**src/design/crs_pkg.sv**
```systemverilog
// Shared types, constants and register codes of the corner response stream.
package crs_pkg;

	localparam int DEF_MAX_WIDTH = 1024;
	localparam int QUEUE_DEPTH   = 4;

	localparam int PIX_W  = 8;
	localparam int ROW_W  = 12;
	localparam int COL_W  = 10;
	localparam int RESP_W = 53;
	localparam int DIM_W  = 13;
	localparam int CFG_W  = 16;

	localparam logic [1:0] REG_FRAME_WIDTH   = 2'd0;
	localparam logic [1:0] REG_FRAME_HEIGHT  = 2'd1;
	localparam logic [1:0] REG_RESPONSE_MODE = 2'd2;
	localparam logic [1:0] REG_HARRIS_K      = 2'd3;

	localparam logic [10:0] RST_FRAME_WIDTH  = 11'd640;
	localparam logic [11:0] RST_FRAME_HEIGHT = 12'd480;
	localparam logic        RST_MODE         = 1'b0;
	localparam logic [15:0] RST_HARRIS_K     = 16'd4588;

	localparam logic MODE_HARRIS = 1'b0;
	localparam logic MODE_SHI    = 1'b1;

	localparam logic signed [RESP_W-1:0] MOST_NEG = {1'b1, {(RESP_W-1){1'b0}}};

	typedef struct packed {
		logic [DIM_W-1:0] width;
		logic [11:0]      height;
		logic             mode;
		logic [15:0]      k;
	} cfg_t;

	typedef struct packed {
		logic [PIX_W-1:0] pixel;
		logic [ROW_W-1:0] row;
		logic             grad;
		logic             sob;
		logic             rst_max;
		logic [3:0]       mask;
		logic [3:0]       eofm;
	} item_t;

	typedef enum logic [3:0] {
		ST_IDLE,
		ST_READ,
		ST_SHIFT,
		ST_NEXT,
		ST_ACC,
		ST_PROD,
		ST_KMUL,
		ST_RESP,
		ST_SQRT,
		ST_OUT
	} st_t;

endpackage

```
**src/design/crs_fifo.sv**
```systemverilog
// Short queue of classified pixel beats between front and back.
module crs_fifo import crs_pkg::*; #(
	parameter int W     = 8,
	parameter int DEPTH = QUEUE_DEPTH,
	localparam int PW   = (DEPTH > 1) ? $clog2(DEPTH) : 1,
	localparam int NW   = $clog2(DEPTH + 1)
) (
	input  logic         clk,
	input  logic         arst_n,
	input  logic         push,
	input  logic [W-1:0] push_data,
	output logic         full,
	input  logic         pop,
	output logic [W-1:0] pop_data,
	output logic         not_empty
);

	logic [W-1:0]  mem_q [DEPTH];
	logic [PW-1:0] wp_q, rp_q;
	logic [NW-1:0] cnt_q;

	assign full      = (cnt_q == NW'(DEPTH));
	assign not_empty = (cnt_q != '0);
	assign pop_data  = mem_q[rp_q];

	always_ff @(posedge clk) begin
		if (push) begin
			mem_q[wp_q] <= push_data;
		end
	end

	always_ff @(posedge clk or negedge arst_n) begin
		if (!arst_n) begin
			wp_q  <= '0;
			rp_q  <= '0;
			cnt_q <= '0;
		end else begin
			if (push) begin
				wp_q <= (wp_q == PW'(DEPTH - 1)) ? '0 : wp_q + 1'b1;
			end
			if (pop) begin
				rp_q <= (rp_q == PW'(DEPTH - 1)) ? '0 : rp_q + 1'b1;
			end
			if (push && !pop) begin
				cnt_q <= cnt_q + 1'b1;
			end else if (pop && !push) begin
				cnt_q <= cnt_q - 1'b1;
			end
		end
	end

endmodule

```
**config.mk**
```make
export PLATFORM = sky130hd
export DESIGN_NAME = crs_fifo
export DESIGN_NICKNAME = d
export VERILOG_FILES = /design/src/design/crs_pkg.sv /design/src/design/crs_fifo.sv
export SDC_FILE = /design/constraint.sdc
export NUM_CORES = 1
export LEC_CHECK = 0
export BUFFER_PORTS_ARGS = -buffer_cell sky130_fd_sc_hd__buf_2
export CAP_MARGIN = 20
export CORE_ASPECT_RATIO = 0.7
export CORE_MARGIN = 4
export CORE_UTILIZATION = 45
export DETAILED_ROUTE_END_ITERATION = 6
export PLACE_DENSITY = 0.7
export SKIP_CTS_REPAIR_TIMING = 1
export SYNTH_ARGS = -nofsm -noshare
export SYNTH_HDL_FRONTEND = slang
export SYNTH_SLANG_ARGS = --single-unit
```
**constraint.sdc**
```tcl
create_clock -name clk -period 1.4 [get_ports clk]
set_input_delay 0 -clock clk [delete_from_list [all_inputs] [get_ports clk]]
set_output_delay 0 -clock clk [all_outputs]
set_load 0.05 [all_outputs]
```
==> out/summary.md <==
The critical path goes through buf_6 -> mux4_2 -> buf_6. The initialized floorplan defines 17 standard-cell rows. The die covers 0.00452 mm2. Clock latency on the worst-skew pair, taken at its later pin, is 0.28 ns. In the routed design, unresolved DRC markers number 0. For the worst hold slack, the log shows -0.00937 ns. The tools report the pin count of the biggest net entering global routing as 12.

Fraction of synthesis flops using an asynchronous set or reset pin: 0.179. The mean routed wirelength per cell was 14.7 um. The post-detailed-route count of antenna-violating nets was 0; the fraction of the mapped netlist area in compound gates was 0.00637.

The final worst-path cycle share came out at 1.10. Cell internal power was estimated by the tool at 0.00282 W. Max-cap violations in this run came to 0. The effective utilization at floorplan was 0.483.

Each instance of the synthesized netlist takes up on average 19.9 um2. The mux share of post-synthesis cell area works out to 0.136. Counting along the longest clock path gives a buffer depth of 2.

Dividing total power by cell area gives a power density of 2140 mW/mm2. Data required time at the worst endpoint: 1.40 ns. The dominant register cell in the synthesized netlist is edfxtp_1. The layout cell share with drive strength beyond 1 works out to 0.420. Remaining max-slew budget at the tightest pin: 0.834. STA classifies the critical path startpoint as a flip-flop.

TritonCTS built the clock tree. The worst path needs 1.54 ns of the cycle, external delays included. The number of nets in the layout was 149.

Summed over all instances, the cell type with the most area after synthesis is edfxtp_1. Setup repair after global routing could not meet its margin everywhere. For the share of total power in the clock network, the log shows 0.158.

Via count: 841. In this design, the stage delay of the slowest critical-path cell is 0.51 ns. The number of nets handed over by synthesis was 98.

The post-synthesis simple-gate area fraction came out at 0.0350. The tools report the power share of the sequential group as 0.375. The run finished, with violations left. The switching share of total power is 0.367. Class of the tightest hold or removal check: in2reg. Measured along the x axis, the die boundary spans 78.6 um. After clock tree synthesis, the clock-pin slew on the worst setup and hold paths is 0.07 ns.

The design draws 0.00445 W. Wires add up to 2620 um. The global-route total usage across every layer is 0.130.

The transition at the pin with the smallest max-transition slack is 0.251 ns, and the clock tree skew after final layout is 0.00454 ns. The run gives 0.00114 mm2 as the flip-flop and latch area. After routing the design area is 0.00208 mm2. For the proportion of power drawn by combinational gates, the log shows 0.468.

The adder-cell share of the synthesized area is 0.0605. The final reports fail on hold timing, setup timing. The cell sitting at the root of the clock tree is a clkbuf_8. Total number of clock tree sinks: 39.

The number of H-tree branching levels is 2, and the area of the multi-input gates is 408 um2. The tools report the count of final hold-check violations as 1. The post-synthesis share of cell area spent on xor and xnor gates works out to 0.0167. Before antenna repair, the detailed router went through 3 iterations. The cell type with the highest occurrence count on the critical path was buf_6.

The post-route worst setup slack is -0.144 ns, and the global-route wire length before repair is 4220 um. The detail-routed via count per cell was 4.72; the share of the synthesized area in the top cell type was 0.611. The cell area after placement is 0.00183 mm2, and the arrival time at the worst endpoint is 1.54 ns. The combinational family with the most area after synthesis is multiplexers.

The initial antenna violation count is 0. Summed over all layers, the global routing overflow is 0. On the critical path, the stage with the largest delay is an instance of mux4_2. For this design the total switching power over the nets is 0.00163 W.

The mapped netlist covers 0.00157 mm2. Across all register-to-register paths, the minimum setup slack is 0.05 ns. By instance count, the leading cell after synthesis is edfxtp_1. For the estimated wirelength of the detail-placed design, the log shows 1960 um. After synthesis the netlist holds a flip-flop and latch count of 39. Relative to the synthesized area, the layout overhead comes to 32.4%.

For this design the top-level I/O count stands at 22. In this run the static leakage power is 0.814 nW. The starting DRC count in detailed routing was 20. At the placement stage, the worst setup path has a slack of 0.0487 ns. After routing, the total negative slack on setup checks comes to -1.07 ns. In this run the worst path has a maximum fanout of 4. For the number of global-route vias before repair, the log shows 889. Yosys attributes the largest share of cell area to edfxtp_1 (61%), mux4_2 (11%), dfrtp_1 (11%).

After technology mapping, the gate count stands at 79. The worst setup path is captured at a primary output. Kind of critical path: reg2out.

After synthesis, the most frequently instantiated cells are edfxtp_1 (32), mux4_2 (8), dfrtp_1 (7). Across the VDD grid, the largest voltage drop is 1070 uV. The count of flip-flops with a built-in enable after synthesis works out to 32. Setup violations remaining at the end of the flow were counted as 8. During synthesis, Yosys emitted a total of 0 warnings.

The floorplan step set the die height to 57.4 um. Static timing analysis puts the maximum clock frequency at 648 MHz. Max-slew violation count: 0.

The core footprint is 0.00325 mm2, and the number of distinct library cell variants in the gate-level netlist after synthesis is 18. The logs give 237 for the layout filler cell count and 0.745 for the final RePlAce weighted congestion. The sequential cell area fraction in the yosys report is 0.723, and the number of buffer cells added on primary ports is 21. The number of antenna diodes in the final layout is 0. Clock tree synthesis inserted a total of 5 buffers.
sequential cells by signal, indices dropped and copies added, names as in the netlist:
name,cells
mem_q,32
cnt_q,3
wp_q,2
rp_q,2
logic make-up (layout without fill, tap and decap cells):
logic type,after synthesis,in the layout
adders and majority gates,7,7
muxes,11,11
buffers and inverters,7,59
xor gates and xnor gates,3,3
AOI/OAI and AO/OA,2,2
DFF,39,39
and+or+nand+nor,10,10
final cells by class:
cell class,instances,area share
flip-flops and latches,39,0.546
multi-input cells,33,0.196
repair buffers,46,0.182
clock buffers,7,0.0367
well taps,47,0.0283
inverters,5,0.00902
clock inverters,1,0.00241
routing by layer:
layer,global-route usage,up-vias,share of wire,routed length (um)
li1,-,400,-,-
met1,0.160,420,0.45,1170
met2,0.202,16,0.49,1280
met3,0.0521,5,0.050,130
met4,0.0599,0,0.015,38
met5,0,-,0,0
metrics by stage:
stage,utilization,std cells
5_1_grt,0.639,178
2_1_floorplan,-,79
4_1_cts,0.587,167
3_5_place_dp,0.562,159
6_report,0.639,178
3_3_place_gp,0.562,159
cells in the final DEF, fill, tap and decap left out, types with 5 or more instances in the layout:
master / n
edfxtp_1: 32
buf_4: 14
buf_2: 12
dlygate4sd3_1: 10
buf_6: 10
mux4_2: 8
dfrtp_1: 7
ha_1: 6
inv_1: 5
clkbuf_8: 5
path summary, 6_finish.rpt:
check	start	endpoint	depth (start not counted)
min	push	wp_q[1]	2
max in group asynchronous	arst_n	rp_q[1]	2
min in group asynchronous	arst_n	cnt_q[0]	2
max	rp_q[0]	pop_data[1]	3
min reg2reg	cnt_q[2]	cnt_q[2]	1
max reg2reg	rp_q[0]	rp_q[1]	4
worst max-delay path: cells and delay by family, from the launching register on:
family	cells	cell delay [ns]
flip-flops	1	0.43
buffers and inverters	2	0.32
multiplexers	1	0.51
power by group through the flow:
stage          clock network [W]  logic, W  registers (W)
2_1_floorplan                  0   0.00134        0.00165
3_3_place_gp                   0   0.00177        0.00167
3_5_place_dp                   0   0.00183        0.00169
4_1_cts                 0.000734   0.00183        0.00166
5_1_grt                 0.000786   0.00222        0.00169
6_report                0.000701   0.00208        0.00167
Power figures use the tool's default switching activity.
