### config.mk
export PLATFORM = sky130hd
export DESIGN_NAME = crs_front
export DESIGN_NICKNAME = d
export VERILOG_FILES = /design/src/design/crs_pkg.sv /design/src/design/crs_front.sv
export SDC_FILE = /design/constraint.sdc
export NUM_CORES = 1
export LEC_CHECK = 0
export BUFFER_PORTS_ARGS = -buffer_cell sky130_fd_sc_hd__buf_2
export CAP_MARGIN = 20
export CORE_MARGIN = 2
export CORE_UTILIZATION = 50
export DETAILED_ROUTE_END_ITERATION = 8
export GPL_ROUTABILITY_DRIVEN = 0
export PLACE_DENSITY = 0.77
export SYNTH_ARGS = -nofsm -noshare
export SYNTH_HDL_FRONTEND = slang
export SYNTH_SLANG_ARGS = --single-unit
### constraint.sdc
create_clock -name clk -period 4.98 [get_ports clk]
set_input_delay 0.996 -clock clk [delete_from_list [all_inputs] [get_ports clk]]
set_output_delay 0.996 -clock clk [all_outputs]
set_load 0.01 [all_outputs]
### src/design/crs_pkg.sv
// Shared types, constants and register codes of the corner response stream.
package crs_pkg;

	localparam int DEF_MAX_WIDTH = 1024;
	localparam int QUEUE_DEPTH   = 4;

	localparam int PIX_W  = 8;
	localparam int ROW_W  = 12;
	localparam int COL_W  = 10;
	localparam int RESP_W = 53;
	localparam int DIM_W  = 13;
	localparam int CFG_W  = 16;

	localparam logic [1:0] REG_FRAME_WIDTH   = 2'd0;
	localparam logic [1:0] REG_FRAME_HEIGHT  = 2'd1;
	localparam logic [1:0] REG_RESPONSE_MODE = 2'd2;
	localparam logic [1:0] REG_HARRIS_K      = 2'd3;

	localparam logic [10:0] RST_FRAME_WIDTH  = 11'd640;
	localparam logic [11:0] RST_FRAME_HEIGHT = 12'd480;
	localparam logic        RST_MODE         = 1'b0;
	localparam logic [15:0] RST_HARRIS_K     = 16'd4588;

	localparam logic MODE_HARRIS = 1'b0;
	localparam logic MODE_SHI    = 1'b1;

	localparam logic signed [RESP_W-1:0] MOST_NEG = {1'b1, {(RESP_W-1){1'b0}}};

	typedef struct packed {
		logic [DIM_W-1:0] width;
		logic [11:0]      height;
		logic             mode;
		logic [15:0]      k;
	} cfg_t;

	typedef struct packed {
		logic [PIX_W-1:0] pixel;
		logic [ROW_W-1:0] row;
		logic             grad;
		logic             sob;
		logic             rst_max;
		logic [3:0]       mask;
		logic [3:0]       eofm;
	} item_t;

	typedef enum logic [3:0] {
		ST_IDLE,
		ST_READ,
		ST_SHIFT,
		ST_NEXT,
		ST_ACC,
		ST_PROD,
		ST_KMUL,
		ST_RESP,
		ST_SQRT,
		ST_OUT
	} st_t;

endpackage

### src/design/crs_front.sv
// Input side: raster position counters and classification of each pixel beat.
module crs_front import crs_pkg::*; #(
	parameter int MAX_WIDTH = DEF_MAX_WIDTH,
	localparam int CW       = $clog2(MAX_WIDTH)
) (
	input  logic             clk,
	input  logic             arst_n,
	input  cfg_t             cfg,
	input  logic             in_valid,
	output logic             in_stall,
	input  logic [PIX_W-1:0] pixel,
	input  logic             q_full,
	output logic             push,
	output item_t            push_item,
	output logic [CW-1:0]    push_col
);

	logic [CW-1:0]    col_q;
	logic [ROW_W-1:0] row_q;
	logic [DIM_W-1:0] col_nx, row_nx;
	logic [DIM_W-1:0] rs, cs;
	logic             ex, inner;

	assign in_stall = q_full;
	assign push     = in_valid && !q_full;
	assign col_nx   = DIM_W'(col_q) + 1'b1;
	assign row_nx   = DIM_W'(row_q) + 1'b1;

	always_comb begin
		push_item.pixel   = pixel;
		push_item.row     = row_q;
		push_item.grad    = (col_q != '0);
		push_item.sob     = (row_q >= ROW_W'(2)) && (col_q >= CW'(2));
		push_item.rst_max = (row_q == '0) && (col_q == '0);
		push_item.mask    = '0;
		push_item.eofm    = '0;
		rs                = '0;
		cs                = '0;
		ex                = 1'b0;
		inner             = 1'b0;
		for (int k = 0; k < 4; k++) begin
			rs    = DIM_W'(row_q) + DIM_W'(k / 2);
			cs    = DIM_W'(col_q) + DIM_W'(k % 2);
			ex    = ((k / 2 == 0) || (row_nx == DIM_W'(cfg.height)))
				&& ((k % 2 == 0) || (col_nx == cfg.width));
			inner = (rs >= DIM_W'(5)) && (rs <= DIM_W'(cfg.height))
				&& (cs >= DIM_W'(5)) && (cs <= cfg.width);
			push_item.mask[k] = push_item.grad && ex && inner;
			push_item.eofm[k] = (rs == DIM_W'(cfg.height)) && (cs == cfg.width);
		end
	end

	assign push_col = col_q;

	always_ff @(posedge clk or negedge arst_n) begin
		if (!arst_n) begin
			col_q <= '0;
			row_q <= '0;
		end else if (push) begin
			if (col_nx >= cfg.width) begin
				col_q <= '0;
				row_q <= (row_nx >= DIM_W'(cfg.height)) ? '0 : row_nx[ROW_W-1:0];
			end else begin
				col_q <= col_nx[CW-1:0];
			end
		end
	end

endmodule

==> results of run 1 <==
-- Yosys cell counts (5+ instances only) --
master / number / share of area
buf_4: 10 / 0.024
o31ai_1: 5 / 0.012
o21ai_0: 14 / 0.023
ha_1: 52 / 0.21
nor4_1: 6 / 0.012
nor2_1: 24 / 0.029
nand2_1: 29 / 0.035
inv_1: 34 / 0.041
dfrtp_1: 22 / 0.18
and3_1: 7 / 0.014
clkbuf_1: 7 / 0.0085
nand3_1: 17 / 0.027
a21oi_1: 11 / 0.018
xnor2_1: 10 / 0.028
a21o_1: 10 / 0.024
nor3_1: 12 / 0.019
o21a_1: 5 / 0.012
xor2_1: 8 / 0.023
nand4_1: 13 / 0.026
-- layout make-up --
class / instances / area [µm²] / area share
tap: 75 / 93.8 / 0.0272
multi-input combinational: 301 / 2290 / 0.664
clock buffer: 4 / 55.1 / 0.0159
sequential: 22 / 551 / 0.159
inverter: 35 / 131 / 0.0381
timing repair buffer: 65 / 330 / 0.0957
-- power breakdown --
group          switching, mW  internal (mW)  leakage [nW]
Sequential            0.0836          0.209         0.284
Combinational          0.320          0.256          1.47
Clock                 0.0584         0.0704        0.0288
-- kinds of logic (layout without fill, tap and decap cells) --
family,Yosys count,count (layout),share of synthesized area
mux,4,4,0.0142
xor+xnor,19,19,0.0582
buf+inv,55,104,0.0817
compound gates,84,84,0.203
flops,22,22,0.178
fa+ha+maj,52,52,0.210
simple gates,142,142,0.255
-- per-layer routing --
metal | GRT usage | routed length [µm]
met1 | 0.299 | 3520
met2 | 0.438 | 3940
met3 | 0.0228 | 405
met4 | 0.0672 | 125
met5 | 0 | 0
-- worst reg2reg max path, stage by stage, from the launching register on --
cell	delay, ns
dfrtp_1	0.50
ha_1	0.34
nand3_1	0.16
or2_2	0.32
xnor2_1	0.27
ha_1	0.31
a21oi_1	0.15
o21ai_0	0.12
a31o_2	0.27
or2_2	0.35
mux2_2	0.29
o21ai_0	0.07
a21oi_1	0.06
-- state kept, by name, summed over array words and instances, names as in the netlist --
| register | count |
|---|---|
| row_q | 12 |
| push_col | 10 |
-- layout by cell type (no fill, tap or decap), drive strengths merged, types with 5 or more instances in the layout --
cell	Yosys	layout
a21oi	12	12
nand3	20	20
dfrtp	22	22
nor2	25	25
nand2	30	30
a21o	10	10
o21a	5	5
xnor2	10	10
nand4	13	13
buf	13	65
inv	34	34
nor4	6	6
nor3	15	15
o21ai	19	19
o31ai	7	7
and3	7	7
ha	52	52
xor2	8	8
-- worst paths after layout --
kind | slack, ns | cells after the start | start | endpoint
worst min register to register | 0.64 | 2 | push_col[6]$_DFFE_PN0P_ | push_col[6]$_DFFE_PN0P_
min in group asynchronous | 0.70 | 1 | arst_n | push_col[6]$_DFFE_PN0P_
max in group asynchronous | 3.93 | 1 | arst_n | row_q[3]$_DFFE_PN0P_
worst max-delay path | 0.52 | 12 | row_q[1]$_DFFE_PN0P_ | push_item[3]
worst min-delay path | 0.64 | 2 | push_col[6]$_DFFE_PN0P_ | push_col[6]$_DFFE_PN0P_
worst max register to register | 1.65 | 12 | push_col[1]$_DFFE_PN0P_ | row_q[7]$_DFFE_PN0P_
==> results_dict.tcl, run 1 <==
set metrics [dict create \
    cts.sinks 22 \
    antenna_found_initial 0 \
    timing.final.crit_share 0.895 \
    die_h_um 82.7 \
    drive_above_1_share 0.218 \
    netlist_area_um2 3090 \
    critical_path_class "reg2out" \
    clk_latency_ns 0.26 \
    hold_slack_ns 0.643 \
    placed_cell_area_um2 3400 \
    die_width_um 82.7 \
    arrival_ns 3.46 \
    syn_nets 484 \
    postLayoutCoreUtil 0.580 \
    clk_path_buf_depth 2 \
    htree_levels 1 \
    cpPeakStageDelay_ns 0.51 \
    rsz0062_at_grt "no" \
    finalSetupViolations 0 \
    area_delta_synth_final_pct 11.6 \
    start_util 0.520 \
    placedCellCount 498 \
    cp_cell_sequence "ha_1 > nand3_4 > nor2_1 > nand2_1 > xnor2_1 > ha_1 > nand4b_1 > nor2_1 > nand4b_1 > or2_1 > nor4_1 > buf_2" \
    synth-seq-area-share 0.178 \
    vdd_drop_max_v 0.000237 \
    ys.flop_type "dfrtp_1" \
    worstHoldPathType "reg2reg" \
    grt_max_degree 23 \
    finalInstanceArea_um2 3450 \
    start_kind "flop" \
    cp.buffers_inverters 1 \
    yosysWarnings 0 \
    ctsHoldBuffers 0 \
    drt-initial-drc-count 255 \
    drc 0 \
    slew_violations 0 \
    n_antenna_cell 0 \
    cp.required_ns 3.98 \
    async_flop_share 1.00 \
    clkTransAtPathRegs_ns 0.08 \
    cts_buffers 3 \
    leakagePower_nw 1.79 \
    max_cap_viol_count 0 \
    crit_family "simple AND/OR/NAND/NOR gates" \
    fin_nets 534 \
    routed_via_density 5.95 \
    wirelength_mm 7.99 \
    die_area_um2 6830 \
    end_kind "primary output" \
    relSlewSlack 0.546 \
    syn_inst 378 \
    grt_pass1_wl_mm 12.7 \
    io_buffers 63 \
    cts_tree "built" \
    grt_pass1_vias 2716 \
    core_um2 5960 \
    cts_setup_buffers 0 \
    syn_avg_cell_area_um2 8.19 \
    skew_ns 0.00127 \
    rows 28 \
    io_pins 97 \
    max_freq_mhz 224 \
    tightest_slew_ns 0.676 \
    fillers 553 \
    ys_types 71 \
    cts_resized 0 \
    dr.pass1.iters 4 \
    setup_tns_ns 0 \
    dp_hpwl_mm 6.58 \
    gr-usage-all-layers 0.240 \
    p_per_area_nw_per_um2 289 \
    finalNonFillerCells 502 \
    via_count 2986 \
    drtAntennaViolNets 0 \
    power_uw 998 \
    synth-edff-count 0 \
    yosys_register_bits 22 \
    fin_ws_ns 0.522 \
    critPathMaxFanout 9 \
    root_buffer "clkbuf_8" \
    wire_per_inst_um 15.9 \
    timing.final.hold_violations 0 \
    final.min_clock_period_ns 4.46 \
    dp_slack_ns 0.766 \
    crit_slowest_cell "dfrtp_1" \
    grt_overflow 0 \
    status "finished clean" \
]
Power figures use the tool's default switching activity.
==> run 2: changes to the inputs <==
Settings changed: ABC_AREA from default to 1, CTS_BUF_LIST from default to sky130_fd_sc_hd__clkbuf_16, PLACE_DENSITY 0.77 to 0.78, SETUP_SLACK_MARGIN from default to 0.05.
==> results_dict.tcl, run 2 <==
set metrics [dict create \
    drtAntennaViolNets 0 \
    synth_top_area_frac 0.220 \
    fillers 566 \
    gr-usage-all-layers 0.232 \
    seq_power_share 0.288 \
    tightest_slew_ns 0.559 \
    slew_violations 0 \
    finalSetupViolations 0 \
    swShare 0.414 \
    cts.sinks 22 \
    cts_buffers 3 \
    p_sw_uw 372 \
    final_common_cell "nand2_1" \
    dr.pass1.iters 5 \
    r2r_setup_slack_ns 1.71 \
    start_util 0.510 \
    start_kind "flop" \
    syn_nets 541 \
    final_cell_mix "nand2_1 (87), inv_1 (66), buf_2 (63)" \
    hold_slack_ns 0.607 \
    yosysWarnings 0 \
    power_uw 899 \
    clk_latency_ns 0.25 \
    syn_avg_cell_area_um2 6.81 \
    cts_tree "built" \
    timing.final.hold_violations 0 \
    critical_path_class "reg2out" \
    io_buffers 63 \
    die_h_um 81.0 \
    final.min_clock_period_ns 4.03 \
    placedCellCount 558 \
    ys.flop_type "dfrtp_1" \
    ys_top_cells_by_area "ha_1 (22%), dfrtp_1 (19%), nand2_1 (11%), inv_1 (8.4%), nand3_1 (5.6%)" \
    antenna_found_initial 0 \
    r2r_start "push_col[1]$_DFFE_PN0P_" \
    netlist_area_um2 2960 \
    cts_resized 0 \
    pwr-share-comb 0.461 \
    max_freq_mhz 248 \
    critPathMaxFanout 9 \
    status "finished clean" \
    die_area_um2 6560 \
    syn_inst 435 \
    core_um2 5820 \
    finalInstanceArea_um2 3370 \
    ff2ff_path_depth 15 \
    grt_pass1_wl_mm 12.1 \
    rows 28 \
    hold_start "row_q[0]$_DFFE_PN0P_" \
    routed_via_density 5.36 \
    clkTransAtPathRegs_ns 0.06 \
    internal_power_uw 527 \
    p_clk_frac 0.251 \
    htree_levels 1 \
    seqCellArea_um2 551 \
    finalNonFillerCells 562 \
    async_flop_share 1.00 \
    synth_common_cells "nand2_1 (87), inv_1 (66), ha_1 (52)" \
    top_register "row_q" \
    drt-initial-drc-count 219 \
    yosysTopAreaCell "ha_1" \
    vdd_drop_max_v 0.000238 \
    cts_setup_buffers 0 \
    area_delta_synth_final_pct 13.6 \
    io_pins 97 \
    ctsHoldBuffers 0 \
    synth-edff-count 0 \
    placed_cell_area_um2 3260 \
    dp_hpwl_mm 6.19 \
    synth-seq-area-share 0.186 \
    arrival_ns 3.03 \
    rsz0062_at_grt "no" \
    grt_pass1_vias 2612 \
    timing.final.crit_share 0.809 \
    relSlewSlack 0.628 \
    cp.required_ns 3.98 \
    n_antenna_cell 0 \
    p_per_area_nw_per_um2 267 \
    worstHoldPathType "reg2reg" \
    max_cap_viol_count 0 \
    hold_path_end "row_q[0]$_DFFE_PN0P_" \
    ys_types 36 \
    yosys_register_bits 22 \
    whs_path_depth 2 \
    multiInputGateArea_um2 2040 \
    drive_above_1_share 0.181 \
    fin_ws_ns 0.951 \
    via_count 3014 \
    leakagePower_nw 1.97 \
    largest_register_ffs 12 \
    synthMostInstantiatedCell "nand2_1" \
    grt_overflow 0 \
    clk_path_buf_depth 2 \
    postLayoutCoreUtil 0.579 \
    rr_endpoint "row_q[10]$_DFFE_PN0P_" \
    wire_per_inst_um 13.4 \
    drc 0 \
    setup_tns_ns 0 \
    skew_ns 0.00169 \
    dp_slack_ns 1.26 \
    root_buffer "clkbuf_16" \
    grt_max_degree 23 \
    wirelength_mm 7.55 \
    end_kind "primary output" \
    die_width_um 81.0 \
    fin_nets 594 \
]
==> run 2: changes by cell type in the layout (fill, tap and decap cells not counted), moves of 5 or more <==
cell / change
a21o_1: -10
a21oi_1: +5
and3_1: -5
inv_1: +32
nand2_1: +58
nand2_2: +8
nand3_1: +16
nand4_1: +8
nor2_1: +9
nor3_1: +8
nor4_1: -5
o21ai_0: +6
xnor2_1: -9
==> run 2: logic make-up after synthesis <==
| group | count (synthesis) | synth area share |
|---|---|---|
| and+or+nand+nor | 219 | 0.346 |
| DFF | 22 | 0.186 |
| xor gates and xnor gates | 12 | 0.0355 |
| buffers and inverters | 83 | 0.125 |
| adders and majority gates | 52 | 0.220 |
| AOI/OAI and AO/OA | 47 | 0.0891 |
==> run 2: worst max path at each step <==
stage	depth (start not counted)	slack (ns)	from	end
global placement	12	1.30	row_q[1]$_DFFE_PN0P_	push_item[6]
finish	12	0.95	row_q[1]$_DFFE_PN0P_	push_item[6]
CTS	12	0.97	row_q[1]$_DFFE_PN0P_	push_item[6]
global route	12	0.61	row_q[1]$_DFFE_PN0P_	push_item[6]
floorplan	11	1.73	row_q[1]$_DFFE_PN0P_	push_item[6]
detailed placement	12	1.26	row_q[1]$_DFFE_PN0P_	push_item[6]
==> run 2: final cells by class <==
type	count	area share
clock buffer	3	0.0223
timing repair buffer	64	0.0958
clock inverter	1	0.00892
inverter	67	0.0747
tap	75	0.0279
sequential	22	0.163
multi-input combinational	330	0.607
==> run 2: worst max-delay path, cell delays in order (launching register included) <==
cell     delay (ns)
dfrtp_1        0.50
ha_1           0.26
nand2_2        0.11
nor2_8         0.17
xor2_1         0.28
ha_1           0.19
nand2_1        0.08
nor3_1         0.24
nand4_1        0.15
nor2_2         0.15
nand2_1        0.14
nor3b_1        0.33
buf_2          0.20
==> run 2: per-layer routing <==
layer	wire (µm)	GRT usage	vias up	part of all wire
met5	0	0	-	0
met4	15	0.0220	0	0.0020
met3	423	0.0256	4	0.056
met2	3520	0.379	115	0.47
met1	3590	0.342	1356	0.48
li1	-	-	1539	-
==> run 2: power groups by stage <==
stage | clock network, mW | logic [mW] | registers (mW)
after CTS | 0.228 | 0.413 | 0.258
after global routing | 0.236 | 0.472 | 0.264
after floorplan | 0 | 0.280 | 0.260
after global placement | 0 | 0.392 | 0.260
after detailed placement | 0 | 0.409 | 0.261
final | 0.225 | 0.415 | 0.259
==> run 3: changes to the inputs <==
Settings changed: CORE_UTILIZATION 50 to 47, PLACE_DENSITY 0.78 to 0.77.
Clock period 4.98 ns to 3.35 ns, I/O delays scaled along.
==> results_dict.tcl, run 3 (synthesis results as in run 2) <==
set metrics [dict create \
    largest_register_ffs 12 \
    grt_pass1_vias 2866 \
    arrival_ns 2.53 \
    drive_above_1_share 0.289 \
    area_delta_synth_final_pct 25.9 \
    start_kind "flop" \
    final.min_clock_period_ns 3.20 \
    end_kind "primary output" \
    clk_path_buf_depth 2 \
    clk_latency_ns 0.26 \
    timing.final.hold_violations 0 \
    io_pins 97 \
    grt_pass1_wl_mm 12.9 \
    clkTransAtPathRegs_ns 0.06 \
    routed_via_density 5.37 \
    final_cell_mix "nand2_1 (82), inv_1 (63), buf_2 (63)" \
    r2r_setup_slack_ns 0.52 \
    cp-startpoint "row_q[1]$_DFFE_PN0P_" \
    max_freq_mhz 312 \
    die_area_um2 6960 \
    die_width_um 83.4 \
    max_cap_viol_count 0 \
    final_common_cell "nand2_1" \
    rows 28 \
    core_um2 5990 \
    r2r_start "push_col[1]$_DFFE_PN0P_" \
    wire_per_inst_um 13.7 \
    relSlewSlack 0.649 \
    grt_max_degree 23 \
    htree_levels 1 \
    rsz0062_at_grt "no" \
    setup_tns_ns 0 \
    drc 0 \
    p_per_area_nw_per_um2 371 \
    skew_ns 0.00654 \
    wirelength_mm 8.06 \
    fin_ws_ns 0.148 \
    n_antenna_cell 0 \
    antenna_found_initial 0 \
    cts_buffers 3 \
    critPathMaxFanout 5 \
    slew_violations 0 \
    die_h_um 83.4 \
    power_mw 1.38 \
    finalSetupViolations 0 \
    tightest_slew_ns 0.527 \
    critical_path_class "reg2out" \
    io_buffers 63 \
    worstHoldPathType "in2async" \
    drt-initial-drc-count 292 \
    cts_tree "built" \
    timing.final.crit_share 0.956 \
    cp.required_ns 2.68 \
    start_util 0.495 \
    ctsHoldBuffers 0 \
    cts.sinks 22 \
    ff2ff_path_depth 15 \
    status "finished clean" \
    dp_hpwl_mm 6.29 \
    grt_overflow 0 \
    vdd_drop_max_v 0.000302 \
    root_buffer "clkbuf_16" \
    gr-usage-all-layers 0.217 \
    top_register "row_q" \
    dp_slack_ns 0.122 \
    postLayoutCoreUtil 0.623 \
    rr_endpoint "row_q[0]$_DFFE_PN0P_" \
    dr.pass1.iters 5 \
    leakagePower_nw 2.14 \
    fin_nets 620 \
    drtAntennaViolNets 0 \
    hold_slack_ns 0.382 \
    via_count 3153 \
]
[run 3: power by group]
part	switching, mW	leakage (nW)	internal [mW]	total [mW]
clock	0.0955	0.0370	0.158	0.253
sequential	0.0697	0.281	0.310	0.379
combinational	0.441	1.82	0.312	0.752
[run 3: layout make-up]
type                            count  area, µm²
Sequential cell                    22        562
Clock buffer                        3       75.1
Multi-Input combinational cell    330       2230
Inverter                           67        254
Tap cell                           75       93.8
Timing Repair Buffer               90        518
Fill cell                         510       2260
[run 3: through the flow]
| stage | instance area (µm²) | instances |
|---|---|---|
| after floorplan | 2960 | 435 |
| after global placement | 3340 | 568 |
| after detailed placement | 3340 | 568 |
| after CTS | 3460 | 574 |
| after global routing | 3730 | 587 |
| final | 3730 | 587 |
[run 3: worst max path at each step]
| stage | endpoint | slack (ns) | depth (start not counted) |
|---|---|---|---|
| floorplan | push_item[6] | 0.42 | 11 |
| global placement | push_item[7] | 0.22 | 15 |
| detailed placement | push_item[7] | 0.12 | 15 |
| CTS | push_item[7] | 0.05 | 14 |
| global route | push_item[7] | 0.01 | 14 |
| finish | push_item[7] | 0.15 | 14 |
[run 3: worst max-delay path: stages, from the launching register on]
cell and delay, ns:
dfrtp_2 0.45, ha_4 0.20, nand2_4 0.08, nor2_8 0.05, xor2_2 0.15, ha_1 0.30, nand2_1 0.09, nor3_2 0.15
nand4_1 0.17, nor2_4 0.16, nand2_4 0.08, nor2_2 0.11, inv_1 0.05, nor2_1 0.08, buf_2 0.13
[run 3: routing by layer]
| metal | track usage | wire length (µm) | vias up |
|---|---|---|---|
| li1 | - | - | 1594 |
| met1 | 0.303 | 3770 | 1460 |
| met2 | 0.375 | 3850 | 93 |
| met3 | 0.0249 | 418 | 6 |
| met4 | 0.0220 | 21 | 0 |
| met5 | 0 | 0 | - |
[run 3: timing repair]
item                                    in CTS  in global routing
endpoints found under the setup margin       5                  6
pin swaps                                    3                 16
gates resized for setup                     11                 36
setup buffers                                3                 13
